--- src/design/assert_macros.svh ---
// Assertion macros for the upsampler RTL, used by upsmp_dp.
// Standalone header; the assertion forms are compiled out when SYNTHESIS is defined.
`ifndef ASSERT_MACROS_SVH
`define ASSERT_MACROS_SVH
`ifndef SYNTHESIS
`define UPS_ASSERT(name, clk, rst_n, prop) \
    name: assert property (@(posedge clk) disable iff (!rst_n) prop) \
        else $error("upsampler assertion failed");
`define UPS_ASSERT_ALWAYS(name, clk, prop) \
    name: assert property (@(posedge clk) prop) \
        else $error("upsampler assertion failed");
`else
`define UPS_ASSERT(name, clk, rst_n, prop)
`define UPS_ASSERT_ALWAYS(name, clk, prop)
`endif
`endif

--- src/design/upsmp_pkg.sv ---
// Package for the feature map upsampler: sizes, register indexes and the
// command and status types between controller and datapath. No dependencies.
package upsmp_pkg;

    localparam int DATA_WIDTH   = 32;
    localparam int MAX_WIDTH    = 1024;
    localparam int MAX_HEIGHT   = 1024;
    localparam int MAX_SCALE    = 8;
    localparam int MAX_CHANNELS = 4096;

    localparam int VAL_W   = 32;
    localparam int CH_W    = 12;
    localparam int POS_W   = 13;
    localparam int COL_W   = 10;
    localparam int ROW_W   = 10;
    localparam int WID_W   = 11;
    localparam int HGT_W   = 11;
    localparam int CHC_W   = 13;
    localparam int SCL_W   = 4;
    localparam int OFS_W   = 3;
    localparam int IDX_W   = 3;
    localparam int CDATA_W = 13;

    localparam logic [VAL_W-1:0] VALUE_MASK =
        (DATA_WIDTH >= VAL_W) ? {VAL_W{1'b1}} : VAL_W'((64'd1 << DATA_WIDTH) - 64'd1);

    localparam logic [IDX_W-1:0] REG_IN_WIDTH      = 3'd0;
    localparam logic [IDX_W-1:0] REG_IN_HEIGHT     = 3'd1;
    localparam logic [IDX_W-1:0] REG_CHANNEL_COUNT = 3'd2;
    localparam logic [IDX_W-1:0] REG_SCALE         = 3'd3;
    localparam logic [IDX_W-1:0] REG_MODE          = 3'd4;

    typedef struct packed {
        logic load_item;
        logic emit;
    } upsmp_cmd_t;

    typedef struct packed {
        logic blk_end;
        logic out_free;
    } upsmp_sts_t;

endpackage

--- src/design/upsmp_ctrl.sv ---
// Controller for the upsampler: takes an input item, then steps the
// datapath through its block of results. Depends on upsmp_pkg.
module upsmp_ctrl (
    input  logic                  clk,
    input  logic                  rst_n,
    input  logic                  in_valid,
    output logic                  in_ready,
    input  upsmp_pkg::upsmp_sts_t sts,
    output upsmp_pkg::upsmp_cmd_t cmd
);
    import upsmp_pkg::*;

    localparam logic ST_IDLE = 1'b0;
    localparam logic ST_EMIT = 1'b1;

    logic state_reg;
    logic state_next;

    always_comb
    begin
        state_next    = state_reg;
        in_ready      = 1'b0;
        cmd.load_item = 1'b0;
        cmd.emit      = 1'b0;
        case (state_reg)
            ST_IDLE:
            begin
                in_ready = 1'b1;
                if (in_valid)
                begin
                    cmd.load_item = 1'b1;
                    state_next    = ST_EMIT;
                end
            end
            ST_EMIT:
            begin
                if (sts.out_free)
                begin
                    cmd.emit = 1'b1;
                    if (sts.blk_end)
                    begin
                        state_next = ST_IDLE;
                    end
                end
            end
            default:
            begin
                state_next = ST_IDLE;
            end
        endcase
    end

    always_ff @(posedge clk or negedge rst_n)
    begin
        if (!rst_n)
        begin
            state_reg <= ST_IDLE;
        end
        else
        begin
            state_reg <= state_next;
        end
    end

endmodule

--- src/design/upsmp_dp.sv ---
// Datapath for the upsampler: configuration registers, position counters,
// block offsets and the output register. Depends on upsmp_pkg and assert_macros.svh.
`include "assert_macros.svh"
module upsmp_dp (
    input  logic                           clk,
    input  logic                           rst_n,
    input  logic                           cfg_valid,
    input  logic [upsmp_pkg::IDX_W-1:0]    cfg_index,
    input  logic [upsmp_pkg::CDATA_W-1:0]  cfg_data,
    input  logic [upsmp_pkg::VAL_W-1:0]    value,
    input  logic                           out_ready,
    input  upsmp_pkg::upsmp_cmd_t          cmd,
    output upsmp_pkg::upsmp_sts_t          sts,
    output logic                           out_valid,
    output logic [upsmp_pkg::VAL_W-1:0]    out_value,
    output logic [upsmp_pkg::CH_W-1:0]     channel,
    output logic [upsmp_pkg::POS_W-1:0]    out_row,
    output logic [upsmp_pkg::POS_W-1:0]    out_col,
    output logic                           last,
    output logic                           map_done
);
    import upsmp_pkg::*;

    logic [WID_W-1:0] in_width_reg;
    logic [HGT_W-1:0] in_height_reg;
    logic [CHC_W-1:0] channel_count_reg;
    logic [SCL_W-1:0] scale_reg;
    logic             mode_reg;

    logic [COL_W-1:0] col_count_reg, col_count_next;
    logic [ROW_W-1:0] row_count_reg, row_count_next;
    logic [CH_W-1:0]  chan_count_reg, chan_count_next;

    logic [VAL_W-1:0] value_reg;
    logic [CH_W-1:0]  chan_item_reg;
    logic [POS_W-1:0] row_base_reg;
    logic [POS_W-1:0] col_base_reg;
    logic             final_reg;
    logic [OFS_W-1:0] dx_reg, dx_next;
    logic [OFS_W-1:0] dy_reg, dy_next;

    logic             out_valid_reg;
    logic [VAL_W-1:0] out_value_reg;
    logic [CH_W-1:0]  channel_reg;
    logic [POS_W-1:0] out_row_reg;
    logic [POS_W-1:0] out_col_reg;
    logic             last_reg;
    logic             map_done_reg;

    logic [WID_W-1:0] w_eff;
    logic [HGT_W-1:0] h_eff;
    logic [CHC_W-1:0] c_eff;
    logic [SCL_W-1:0] s_eff;
    logic [SCL_W-1:0] s_m1;
    logic             col_end, row_end, chan_end;
    logic             dx_end, dy_end;

    always_comb
    begin
        w_eff = (in_width_reg == '0) ? WID_W'(1) :
                (in_width_reg > WID_W'(MAX_WIDTH)) ? WID_W'(MAX_WIDTH) : in_width_reg;
        h_eff = (in_height_reg == '0) ? HGT_W'(1) :
                (in_height_reg > HGT_W'(MAX_HEIGHT)) ? HGT_W'(MAX_HEIGHT) : in_height_reg;
        c_eff = (channel_count_reg == '0) ? CHC_W'(1) :
                (channel_count_reg > CHC_W'(MAX_CHANNELS)) ? CHC_W'(MAX_CHANNELS)
                                                            : channel_count_reg;
        s_eff = (scale_reg == '0) ? SCL_W'(1) :
                (scale_reg > SCL_W'(MAX_SCALE)) ? SCL_W'(MAX_SCALE) : scale_reg;
        s_m1  = s_eff - SCL_W'(1);

        col_end  = (WID_W'(col_count_reg) + WID_W'(1)) >= w_eff;
        row_end  = (HGT_W'(row_count_reg) + HGT_W'(1)) >= h_eff;
        chan_end = (CHC_W'(chan_count_reg) + CHC_W'(1)) >= c_eff;

        col_count_next  = col_count_reg;
        row_count_next  = row_count_reg;
        chan_count_next = chan_count_reg;
        if (!col_end)
        begin
            col_count_next = col_count_reg + COL_W'(1);
        end
        else
        begin
            col_count_next = '0;
            if (!row_end)
            begin
                row_count_next = row_count_reg + ROW_W'(1);
            end
            else
            begin
                row_count_next = '0;
                if (!chan_end)
                begin
                    chan_count_next = chan_count_reg + CH_W'(1);
                end
                else
                begin
                    chan_count_next = '0;
                end
            end
        end

        dx_end = (SCL_W'(dx_reg) == s_m1);
        dy_end = (SCL_W'(dy_reg) == s_m1);
        dx_next = dx_reg + OFS_W'(1);
        dy_next = dy_reg;
        if (dx_end)
        begin
            dx_next = '0;
            dy_next = dy_end ? '0 : dy_reg + OFS_W'(1);
        end

        sts.blk_end  = dx_end && dy_end;
        sts.out_free = !out_valid_reg || out_ready;
    end

    always_ff @(posedge clk or negedge rst_n)
    begin
        if (!rst_n)
        begin
            in_width_reg      <= WID_W'(1);
            in_height_reg     <= HGT_W'(1);
            channel_count_reg <= CHC_W'(1);
            scale_reg         <= SCL_W'(2);
            mode_reg          <= 1'b1;
        end
        else if (cfg_valid)
        begin
            case (cfg_index)
                REG_IN_WIDTH:      in_width_reg      <= cfg_data[WID_W-1:0];
                REG_IN_HEIGHT:     in_height_reg     <= cfg_data[HGT_W-1:0];
                REG_CHANNEL_COUNT: channel_count_reg <= cfg_data[CHC_W-1:0];
                REG_SCALE:         scale_reg         <= cfg_data[SCL_W-1:0];
                REG_MODE:          mode_reg          <= cfg_data[0];
                default:           mode_reg          <= mode_reg;
            endcase
        end
    end

    always_ff @(posedge clk or negedge rst_n)
    begin
        if (!rst_n)
        begin
            col_count_reg  <= '0;
            row_count_reg  <= '0;
            chan_count_reg <= '0;
            dx_reg         <= '0;
            dy_reg         <= '0;
            out_valid_reg  <= 1'b0;
        end
        else
        begin
            if (cmd.load_item)
            begin
                col_count_reg  <= col_count_next;
                row_count_reg  <= row_count_next;
                chan_count_reg <= chan_count_next;
                dx_reg         <= '0;
                dy_reg         <= '0;
            end
            else if (cmd.emit)
            begin
                dx_reg <= dx_next;
                dy_reg <= dy_next;
            end

            if (cmd.emit)
            begin
                out_valid_reg <= 1'b1;
            end
            else if (out_ready)
            begin
                out_valid_reg <= 1'b0;
            end
        end
    end

    always_ff @(posedge clk)
    begin
        if (cmd.load_item)
        begin
            value_reg     <= value & VALUE_MASK;
            chan_item_reg <= chan_count_reg;
            row_base_reg  <= POS_W'(row_count_reg * s_eff);
            col_base_reg  <= POS_W'(col_count_reg * s_eff);
            final_reg     <= col_end && row_end && chan_end;
        end
        if (cmd.emit)
        begin
            out_value_reg <= (mode_reg || (dx_reg == '0 && dy_reg == '0)) ? value_reg : '0;
            channel_reg   <= chan_item_reg;
            out_row_reg   <= row_base_reg + POS_W'(dy_reg);
            out_col_reg   <= col_base_reg + POS_W'(dx_reg);
            last_reg      <= dx_end && dy_end;
            map_done_reg  <= dx_end && dy_end && final_reg;
        end
    end

    assign out_valid = out_valid_reg;
    assign out_value = out_value_reg;
    assign channel   = channel_reg;
    assign out_row   = out_row_reg;
    assign out_col   = out_col_reg;
    assign last      = last_reg;
    assign map_done  = map_done_reg;

    `UPS_ASSERT(a_done_has_last, clk, rst_n, (out_valid_reg && map_done_reg) |-> last_reg)
    `UPS_ASSERT(a_dx_in_block, clk, rst_n, SCL_W'(dx_reg) < s_eff)
    `UPS_ASSERT(a_dy_in_block, clk, rst_n, SCL_W'(dy_reg) < s_eff)

endmodule

--- src/design/feature_map_upsampler_top.sv ---
// The first result of an item comes from the output register, which is loaded from the item
// registers that capture its input transfer. Results leave the one output register at one
// result per cycle while out_ready does not stall it, after the state that takes the item.
// The next item is taken while the final result of the previous one still waits.
// Reset (rst_n, asynchronous, active low) restores the register defaults and
// clears the position counters; the configuration port is always ready.
module feature_map_upsampler_top (
    input  logic                          clk,
    input  logic                          rst_n,
    input  logic                          cfg_valid,
    output logic                          cfg_ready,
    input  logic [upsmp_pkg::IDX_W-1:0]   cfg_index,
    input  logic [upsmp_pkg::CDATA_W-1:0] cfg_data,
    input  logic                          in_valid,
    output logic                          in_ready,
    input  logic [upsmp_pkg::VAL_W-1:0]   value,
    output logic                          out_valid,
    input  logic                          out_ready,
    output logic [upsmp_pkg::VAL_W-1:0]   out_value,
    output logic [upsmp_pkg::CH_W-1:0]    channel,
    output logic [upsmp_pkg::POS_W-1:0]   out_row,
    output logic [upsmp_pkg::POS_W-1:0]   out_col,
    output logic                          last,
    output logic                          map_done
);
    import upsmp_pkg::*;

    upsmp_cmd_t cmd;
    upsmp_sts_t sts;

    assign cfg_ready = 1'b1;

    upsmp_ctrl u_ctrl (
        .clk      (clk),
        .rst_n    (rst_n),
        .in_valid (in_valid),
        .in_ready (in_ready),
        .sts      (sts),
        .cmd      (cmd)
    );

    upsmp_dp u_dp (
        .clk       (clk),
        .rst_n     (rst_n),
        .cfg_valid (cfg_valid),
        .cfg_index (cfg_index),
        .cfg_data  (cfg_data),
        .value     (value),
        .out_ready (out_ready),
        .cmd       (cmd),
        .sts       (sts),
        .out_valid (out_valid),
        .out_value (out_value),
        .channel   (channel),
        .out_row   (out_row),
        .out_col   (out_col),
        .last      (last),
        .map_done  (map_done)
    );

endmodule

--- config.mk ---
export PLATFORM = sky130hd
export DESIGN_NAME = feature_map_upsampler_top
export DESIGN_NICKNAME = d
export VERILOG_FILES = /design/src/design/upsmp_pkg.sv /design/src/design/upsmp_ctrl.sv /design/src/design/upsmp_dp.sv /design/src/design/feature_map_upsampler_top.sv
export VERILOG_INCLUDE_DIRS = /design/src /design/src/design
export SDC_FILE = /design/constraint.sdc
export NUM_CORES = 1
export LEC_CHECK = 0
export BUFFER_PORTS_ARGS = -buffer_cell sky130_fd_sc_hd__buf_2
export CAP_MARGIN = 20
export CORE_ASPECT_RATIO = 1.2
export CORE_MARGIN = 2
export CORE_UTILIZATION = 45
export CTS_BUF_LIST = sky130_fd_sc_hd__clkbuf_16
export DETAILED_ROUTE_END_ITERATION = 8
export GPL_ROUTABILITY_DRIVEN = 0
export HOLD_SLACK_MARGIN = 0.02
export PLACE_DENSITY_LB_ADDON = 0.15
export SKIP_LAST_GASP = 1
export SLEW_MARGIN = 10
export SYNTH_ARGS = -nofsm -noshare
export SYNTH_HDL_FRONTEND = slang
export SYNTH_SLANG_ARGS = --single-unit
export TNS_END_PERCENT = 50
--- constraint.sdc ---
create_clock -name clk -period 6.99 [get_ports clk]
set_input_delay 0.699 -clock clk [delete_from_list [all_inputs] [get_ports clk]]
set_output_delay 0.699 -clock clk [all_outputs]
set_load 0.005 [all_outputs]
# [After elaboration in Yosys (flattened, before gate mapping)]
# Cells that the tools add are included.
[totals] word_cells=104 latch_bits=0 out_inout_bits=75 register_bits=223 romBits=0 mem_count=0 mem_bits_rw=0 input_bits=53
[op_classes] n_lt_le_gt_ge=7 div_mod_pow=0 n_bitwise=1 eq_ne=6 add_sub_neg=11 n_reduce_logical=26 muxes=28 shift=0 mul=2
[ops] cell="2-to-1 mux 11 bit" count=4
[ops] cell="adder 13 x 3 -> 13 bit" count=2
[ops] cell="multiplier 10 x 4 -> 13 bit" count=2
[ops] cell="2-to-1 mux 13 bit" count=2
[ops] cell="adder 10 x 1 -> 11 bit, second input constant" count=2
[ops] cell="greater-or-equal comparator 11 bit" count=2
[ops] cell="> comparator 11 bit, second input constant" count=2
[ops] cell="zero test 11 bit" count=2
[ops] cell="2-to-1 mux 3 bit" count=7
[ops] cell="adder 10 x 1 -> 10 bit, second input constant" count=2
[ops] cell="2-to-1 mux 10 bit" count=2
[ops] cell="AND reduction 2 bit" count=7
[ops] cell="adder 12 x 1 -> 13 bit, second input constant" count=1
[ops] cell="greater-or-equal comparator 13 bit" count=1
[ops] cell="> comparator 13 bit, second input constant" count=1
[ops] cell="zero test 13 bit" count=1
[ops] cell="adder 12 x 1 -> 12 bit, second input constant" count=1
[ops] cell="2-to-1 mux 12 bit" count=1
[ops] cell="zero test 3 bit" count=3
[ops] cell="2-to-1 mux 1 bit" count=9
[ops] cell="equality test 3 x 4 -> 1 bit" count=2
[ops] cell="2-to-1 mux 4 bit" count=2
[ops] cell="adder 3 x 1 -> 3 bit, second input constant" count=2
[ops] cell="equality test 3 x 2 -> 1 bit, second input constant" count=2
[ops] cell="other kinds (12)" count=19

# [Logic depth before layout (Yosys ltp)]
# Gate-level depths: netlist of the first run.
[logic_depth] depth_word=9 depth_mapped=15 ltp_nobuf=13

# [Modules after synthesis]
# Synthesis of the first run repeated with hierarchy kept, for this count alone.
[hier_totals] hier_cells=1056 hier_area_um2=12293.0
[by_module_without_submodules] mod="upsmp_dp" cells_per_inst=1048 seq_area_each_um2=6277.3 area_each_um2=12223.0 instances=1
[by_module_without_submodules] mod="upsmp_ctrl" cells_per_inst=6 seq_area_each_um2=25.0 area_each_um2=58.8 instances=1
[by_module_without_submodules] mod="feature_map_upsampler_top" cells_per_inst=2 seq_area_each_um2=0.0 area_each_um2=11.3 instances=1

# [Worst setup path before layout of the first run]
# Ideal clock, no wire load.
[synth_timing] kind="reg2reg" from="register u_dp.scale_reg[1]" to="register u_dp.row_base_reg[12] (data pin)" path_buffers=2 setup_ns=0.266 t_required_ns=6.724 synth_period_minus_slack_ns=4.007 arrival_ns=3.741 setup_slack_ns=2.983 stages_incl_launch_ff=15 cell_sequence="dfstp_2 nor2b_1 clkbuf_1 clkbuf_1 nand2_1 fa_1 inv_1 fa_1 fa_1 a21o_1 a21oi_1 o21ai_0 o41a_1 mux2i_1 nand4_1"
[synth_via] elab_chain_cells=4 elab_cells_between_ends=5 classes_between="1 x mul; 1 x order compare; 2 x mux; 1 x reduce/logical"
[synth_lines] element="start: declaration" line_no="upsmp_dp.sv:27" source="logic [SCL_W-1:0] scale_reg;"
[synth_lines] element="start signal: assignment" line_no="upsmp_dp.sv:133" source="REG_SCALE: scale_reg <= cfg_data[SCL_W-1:0];"
[synth_lines] element="> comparator 4 bit" line_no="upsmp_dp.sv:68" source="(scale_reg > SCL_W'(MAX_SCALE)) ? SCL_W'(MAX_SCALE) : scale_reg;"
[synth_lines] element="2-to-1 mux 4 bit" line_no="upsmp_dp.sv:68"
[synth_lines] element="2-to-1 mux 4 bit (*)" line_no="upsmp_dp.sv:67" source="s_eff = (scale_reg == '0) ? SCL_W'(1) :"
[synth_lines] element="multiplier 10 x 4 -> 13 bit (*)" line_no="upsmp_dp.sv:184" source="row_base_reg <= POS_W'(row_count_reg * s_eff);"
[synth_lines] element="end signal: assignment" line_no="upsmp_dp.sv:184"
[synth_lines] element="end: declaration" line_no="upsmp_dp.sv:36" source="logic [POS_W-1:0] row_base_reg;"
# Every way passes the cells marked *; elsewhere a longest branch is shown, timed or not.
# A chain may end at the register's enable or synchronous reset.

# [Final worst setup path of the first run]
[layout_timing] from="register u_dp.scale_reg[3]" to="register u_dp.row_base_reg[12] (data pin)"
# Same word-level chain as after synthesis.

==> summary.md, run 1 <==
| Metric | Value |
|---|---|
| Status | complete, no violations |
| Synth Area in XOR/XNOR | 0.05256 |
| Startpoint types | flop |
| Setup Buffers After CTS | 0 |
| EDFF count, synth | 143 |
| Yosys Warn Count | 0 |
| Post-CTS Hold Buffers | 0 |
| H-tree Lvls | 1 |
| Synth cell count leaders | edfxtp_1, nand2_1, inv_1 |
| Post-synthesis mux area share | 0.03562 |
| Core Rows | 66 |
| Mapped Area | ~12,000 um^2 |
| Post-synth top flop | edfxtp_1 |
| Worst min path class | input pin to async pin |
| DIE HEIGHT | 184.8 um |
| Largest net degree at the start of global routing | between 80 and 90 |
| Tot GR Track Use | 0.1614 |
| Most common cell on crit path | fa_1 |
| Mapped Cells | about 1,100 |
| WP data arrival | ~4.5 ns |
| Async SR Flop Fraction | 0.3587 |
| RSZ-0062 raised after global routing | false |
| Dominant cell by count in the synthesized netlist | edfxtp_1 |
| Antenna diodes | 0 |
| Later-pin clock latency in the skew report | about 0.52 ns |
| Area contributors post-synth | edfxtp_1, dfrtp_1, ha_1 |
| Via density | 5.108 |
| First-pass GRT wire length | ~38,000 um |
| Yosys top cell area share | 0.3502 |
| Hold slack | 0.1058 ns |
| LEAKAGE | just over 6 nW |
| Dpl hpwl | 16,360 um |
| Slew of the pin with the lowest slew margin | about 1.0 ns |
| Crit end category | flop |
| Initial antenna violation count | 0 |
| Vias in the first global route | 7,723 |
| Sequential area share after synthesis | 0.5140 |
| Root Driver | clkbuf_16 |
| Drt wl/cell | roughly 15 um |
| Simple-Gate Fraction of Synth Area | 0.1453 |
| Initial Util | 0.4554 |
| Syn nets | approximately 1,200 |
| Die ar. | 28,590 um^2 |
| Post-synth cell types | a little under 70 |
| Clock buffer count from CTS | 24 |
| Total grt overflow | 0 |
| Starting DRC count in detailed routing | 379 |
| Synth Area in Adders | 0.1382 |
| Setup TNS | 0 ns |
| Dpl cells | 1,488 |
| P&R area growth vs syn | 14.37% |
| Post-Place Worst Slack | 2.708 ns |
| Resize count post-CTS | 0 |
| Final period utilization | 0.6075 |
| Critical path type | flop to flop |
| Port bufs | 126 |
| Crit path required time | 7.24 ns |
| Boundary Pins | 128 |
| Cell taking the most area after synthesis | edfxtp_1 |
| Largest family of logic cells by synthesized area | simple AND/OR/NAND/NOR gates |
| Die X | 154.7 um |
| Peak Freq | 235.5 MHz |
| Compound-Gate Fraction of Synth Area | 0.07399 |
| Final critical-path required period | 4.247 ns |
| Core Area | 26,920 um^2 |
| Slew Viols, Final | 0 |
| Hold Vio Cnt, Final | 0 |
| Crit path cell chain | nor2b_1 -> buf_4 -> nand2_1 -> fa_1 -> inv_1 -> fa_1 -> fa_1 -> a21o_1 -> a21oi_1 -> o21ai_0 -> o41a_1 -> mux2i_1 -> nand4_1 |
| Pwr/cell area | about 270 nW/um^2 |
| First-pass DRT Iterations | 4 |
| Flops & latches, synth | 223 |
| Non-filler cells, final | roughly 1,500 |
| Clk slew on worst S/H paths | 0.06 ns |
| Final setup vio count | 0 |
| Share of layout cells above drive strength 1 | 0.2109 |
| Fin nets | roughly 1,300 |
| Slew Limit Headroom | 0.3060 |
| Worst vdd ir | 0.1802 mV |
| Post-route ant nets | 0 |
| Overall routed net length | 22,820 um |
| Avg Cell Area, Syn | 11.68 um^2 |
| MaxCap Viol Count | 0 |
| Clk buf depth | 3 |
| Fin util | 0.5209 |
| Largest stage delay, worst path | 0.66 ns |
| Clk_skew | 0.01456 ns |
| Critical path's slowest cell | dfrtp_1 |
| PnR worst setup slack | 2.743 ns |
| Clk sinks | 223 |
| TritonCTS clock tree | built |
| Residual DRC | 0 |
| Max Fanout on Critical Path | 26 |
| Vias | 7,841 |
[kinds of logic after synthesis]
logic type / count (synthesis)
AOI/OAI and AO/OA: 127
xor gates and xnor gates: 72
adders and majority gates: 115
buffers and inverters: 122
DFF: 223
muxes: 39
other: 1
and+or+nand+nor: 351
[worst paths after layout]
kind	from	to	slack [ns]	cells after the start
worst max-delay path	u_dp.scale_reg[3]$_DFFE_PN0P_	u_dp.row_base_reg[12]$_DFFE_PP_	2.74	13
worst min register to register	u_dp.chan_item_reg[10]$_DFFE_PP_	u_dp.channel[10]$_DFFE_PP_	0.42	0
worst max register to register	u_dp.scale_reg[3]$_DFFE_PN0P_	u_dp.row_base_reg[12]$_DFFE_PP_	2.74	13
min in group clk	value[1]	u_dp.value_reg[1]$_DFFE_PP_	0.35	1
worst min-delay path	rst_n	u_dp.col_count_reg[6]$_DFFE_PN0P_	0.11	1
max in group asynchronous	rst_n	u_dp.mode_reg$_DFFE_PN1P_	6.25	2
[per-layer routing]
layer / global-route usage / part of all wire / vias to the layer above
li1: - / - / 3888
met1: 0.2085 / 0.45 / 3745
met2: 0.2814 / 0.48 / 169
met3: 0.02410 / 0.049 / 39
met4: 0.05037 / 0.022 / 0
met5: 0 / 0 / -
[where the power goes]
group	internal [mW]	switching, mW
Clock	0.691	0.519
Sequential	1.65	0.130
Combinational	0.355	0.467
[stage by stage]
step                      total power, mW  instance area, um^2
final                               3.813                14020
after detailed placement            2.637                13220
after global routing                4.054                14020
after global placement              2.615                13220
after floorplan                     2.353                12260
after CTS                           3.868                13980
[critical path: cells and delay by family (launching register included)]
family,cells,cell delay [ns]
AOI/OAI and AO/OA,4,0.93
adders and majority gates,3,1.50
and+or+nand+nor,3,0.42
DFF,1,0.66
muxes,1,0.15
buffers and inverters,2,0.31
[cells in the final DEF (no fill, tap or decap), types with 4 or more instances in the layout]
cell type / synthesis / routed
edfxtp_1: 143 / 143
buf_2: 4 / 125
nand2_1: 124 / 124
inv_1: 85 / 87
ha_1: 81 / 81
dfrtp_1: 75 / 75
and2_1: 50 / 50
xnor2_1: 50 / 50
nor2b_1: 47 / 47
mux2_2: 37 / 37
o21ai_0: 36 / 36
nor2_1: 35 / 35
fa_1: 34 / 34
nand3_1: 31 / 31
clkbuf_16: 0 / 25
a21oi_1: 23 / 23
xor2_1: 21 / 21
nand4_1: 14 / 14
and3_1: 13 / 13
a21o_1: 11 / 11
buf_4: 1 / 10
a31o_2: 9 / 9
nor4_1: 8 / 8
a31oi_1: 9 / 8
nor3_1: 8 / 8
nand2b_1: 8 / 8
clkinv_2: 0 / 5
dfstp_2: 5 / 5
o211ai_1: 4 / 4
o21ai_1: 4 / 4
o2bb2ai_2: 4 / 4
clkinvlp_4: 0 / 4
[final cells by class]
cell class / instances / area [um^2]
multi-input cells: 705 / 5474
clock inverters: 19 / 137.6
fillers: 2384 / 12900
well taps: 340 / 425.4
flip-flops and latches: 223 / 6302
repair buffers: 136 / 728.2
clock buffers: 25 / 625.6
inverters: 87 / 329.1
Power figures use the tool's default switching activity.
==> run 2: changes to the inputs <==
Settings changed: ABC_AREA set to 1.
Clock period 6.99 ns to 4.4 ns, I/O delays scaled along.
==> run 2 against run 1 <==
Hold slack worse by 0.033 ns. Via count up 14%. Highest routed layer unchanged. Clock skew up 0.0021 ns. Critical endpoint unchanged. Routed wire length up 10%. Critical path type unchanged. Count of clock-buffer cells in the layout rose by 2. Register-to-register slack lost 1.9 ns. Area after synthesis rose by 2.2%.
==> summary.md, run 2 <==
| Metric | Value |
|---|---|
| Status | complete, no violations |
| Dpl hpwl | about 19,000 um |
| Core Rows | 66 |
| Flops & latches, synth | 223 |
| Setup Buffers After CTS | 0 |
| Most common cell on crit path | nand2_1 |
| First-pass DRT Iterations | 5 |
| Critical path's slowest cell | dfstp_2 |
| Crit end category | flop |
| Async SR Flop Fraction | 0.3587 |
| Commonest non-fill, non-tap cell in the layout | nand2_1 |
| Peak Freq | 281.1 MHz |
| Clk_skew | 0.01664 ns |
| Root Driver | clkbuf_16 |
| Post-synth cell types | 41 |
| Most frequent cells in the layout | nand2_1, inv_1, edfxtp_1 |
| First-pass GRT wire length | 41,730 um |
| Crit path cell chain | nand2_1 -> buf_4 -> inv_1 -> nand2_1 -> fa_1 -> inv_1 -> fa_1 -> fa_1 -> nand3_1 -> nand3_1 -> nand2_1 -> o211ai_1 -> nand2_1 -> nand2_1 -> xor2_1 |
| Total grt overflow | 0 |
| Clk slew on worst S/H paths | 0.06 ns |
| Final period utilization | 0.8084 |
| Hold slack | 0.07310 ns |
| Boundary Pins | 128 |
| Startpoint types | flop |
| Residual DRC | 0 |
| Largest net degree at the start of global routing | 81 |
| H-tree Lvls | 1 |
| Slew of the pin with the lowest slew margin | 0.8887 ns |
| Die X | 156.3 um |
| Clk buf depth | 3 |
| Dpl cell area | 13,540 um^2 |
| Cell taking the most area after synthesis | edfxtp_1 |
| Core Area | between 20,000 and 30,000 um^2 |
| Vias | 8,925 |
| Int Pwr | about 4.8 mW |
| FILL cells | 2,544 |
| MaxCap Viol Count | 0 |
| Max Fanout on Critical Path | 16 |
| Via density | 4.843 |
| Sequential Power Share | 0.403 |
| LEAKAGE | 7.176 nW |
| DIE HEIGHT | between 150 and 200 um |
| Initial antenna violation count | 1 |
| Post-route ant nets | 0 |
| Slew Limit Headroom | 0.4061 |
| Critical path type | flop to flop |
| Fin nets | between 1,500 and 2,000 |
| Avg Cell Area, Syn | roughly 9.3 um^2 |
| Post-synth top flop | edfxtp_1 |
| Sw frac | 0.3273 |
| Clk sinks | ~220 |
| Sw Pwr | 2.335 mW |
| Final critical-path required period | 3.557 ns |
| Comb power frac | 0.282 |
| Yosys top cell area share | 0.3428 |
| Tot GR Track Use | 0.1745 |
| Initial Util | 0.4596 |
| Die ar. | 29,190 um^2 |
| Clock buffer count from CTS | 26 |
| Largest stage delay, worst path | 0.54 ns |
| Pwr/cell area | just under 500 nW/um^2 |
| Dominant cell by count in the synthesized netlist | nand2_1 |
| Drt wl/cell | 13.62 um |
| Crit path required time | 4.67 ns |
| Synth cell count leaders | nand2_1, inv_1, edfxtp_1 |
| Slew Viols, Final | 0 |
| Setup TNS | 0 ns |
| Syn nets | 1,514 |
| Worst min path class | input pin to flop |
| RSZ-0062 raised after global routing | false |
| TritonCTS clock tree | built |
| Hold Vio Cnt, Final | 0 |
| Yosys Warn Count | 0 |
| Mapped Cells | 1,346 |
| Starting DRC count in detailed routing | around 320 |
| Final Cell Area | about 14,000 um^2 |
| Vias in the first global route | 8,646 |
| Overall routed net length | 25,100 um |
| Non-filler cells, final | 1,843 |
| EDFF count, synth | about 140 |
| Sequential area share after synthesis | 0.5031 |
| P&R area growth vs syn | 15.62% |
| Later-pin clock latency in the skew report | 0.54 ns |
| Clock Power Share | 0.315 |
| WP data arrival | 3.83 ns |
| Share of layout cells above drive strength 1 | 0.1332 |
| Area contributors post-synth | edfxtp_1, dfrtp_1, nand2_1 |
| Worst vdd ir | 0.2638 mV |
| Port bufs | 126 |
| Final setup vio count | 0 |
| Dpl cells | around 1,800 |
| Mapped Area | about 13,000 um^2 |
-- run 2: cell families after synthesis --
family | after synthesis | share of synthesized area
AND/OR/NAND/NOR | 590 | 0.1964
buffers and inverters | 251 | 0.07701
flip-flops | 223 | 0.5031
adder cells (fa/ha/maj) | 115 | 0.1353
AO/OA/AOI/OAI | 102 | 0.04295
XOR/XNOR | 63 | 0.04405
other | 1 | 0.0002994
multiplexers | 1 | 0.0008989
-- run 2: worst max-delay path, delay by kind of cell (launching register included) --
family                     cells  cell delay (ns)
buffers and inverters          3             0.44
DFF                            1             0.54
xor gates and xnor gates       1             0.13
and+or+nand+nor                7             0.60
adders and majority gates      3             1.48
AOI/OAI and AO/OA              1             0.11
-- run 2: path summary, 6_finish.rpt --
check	start	endpoint	slack, ns	cells past startpoint
max	u_dp.scale_reg[1]$_DFFE_PN1P_	u_dp.row_base_reg[12]$_DFFE_PP_	0.84	15
min	value[9]	u_dp.value_reg[9]$_DFFE_PP_	0.07	1
max reg2reg	u_dp.scale_reg[1]$_DFFE_PN1P_	u_dp.row_base_reg[12]$_DFFE_PP_	0.84	15
min reg2reg	u_dp.chan_item_reg[0]$_DFFE_PP_	u_dp.channel[0]$_DFFE_PP_	0.41	0
max in group asynchronous	rst_n	u_dp.scale_reg[1]$_DFFE_PN1P_	3.38	3
min in group asynchronous	rst_n	u_dp.chan_count_reg[7]$_DFFE_PN0P_	0.35	2
-- run 2: timing repair --
action	4_1_cts	5_1_grt
resized for setup	0	0
endpoints found under the hold margin	0	24
hold buffers	0	1
-- run 2: power by group through the flow --
stage / registers, mW / logic, mW / clock network, mW
3_5_place_dp: 2.92 / 2.01 / 0
3_3_place_gp: 2.92 / 1.97 / 0
6_report: 2.87 / 2.01 / 2.25
4_1_cts: 2.88 / 2.03 / 2.31
5_1_grt: 2.92 / 2.33 / 2.39
2_1_floorplan: 2.87 / 1.45 / 0
-- run 2: metrics by stage --
stage	setup slack [ns]	total power, mW	util
detailed placement	0.8237	4.929	0.4967
global placement	0.8754	4.883	0.4967
CTS	0.8140	7.221	0.5300
finish	0.8431	7.133	0.5315
floorplan	0.9384	4.312	-
global route	0.6366	7.641	0.5315
-- run 2: per-layer routing --
| metal | up-vias | global-route usage | routed length, um | share of wire |
|---|---|---|---|---|
| li1 | 4563 | - | - | - |
| met1 | 4116 | 0.2227 | 11160 | 0.44 |
| met2 | 181 | 0.3019 | 11970 | 0.48 |
| met3 | 65 | 0.02438 | 1053 | 0.042 |
| met4 | 0 | 0.06246 | 911 | 0.036 |
| met5 | - | 0 | 0 | 0 |
-- run 2: cell type report --
type                            count  area, um^2  share of cell area
Timing Repair Buffer              134       728.2             0.05028
Sequential cell                   223        6302              0.4352
Tap cell                          340       425.4             0.02937
Clock buffer                       27       675.6             0.04665
Inverter                          225       844.6             0.05832
Multi-Input combinational cell    872        5274              0.3641
Clock inverter                     21       230.2             0.01590
Antenna cell                        1       2.502           0.0001728
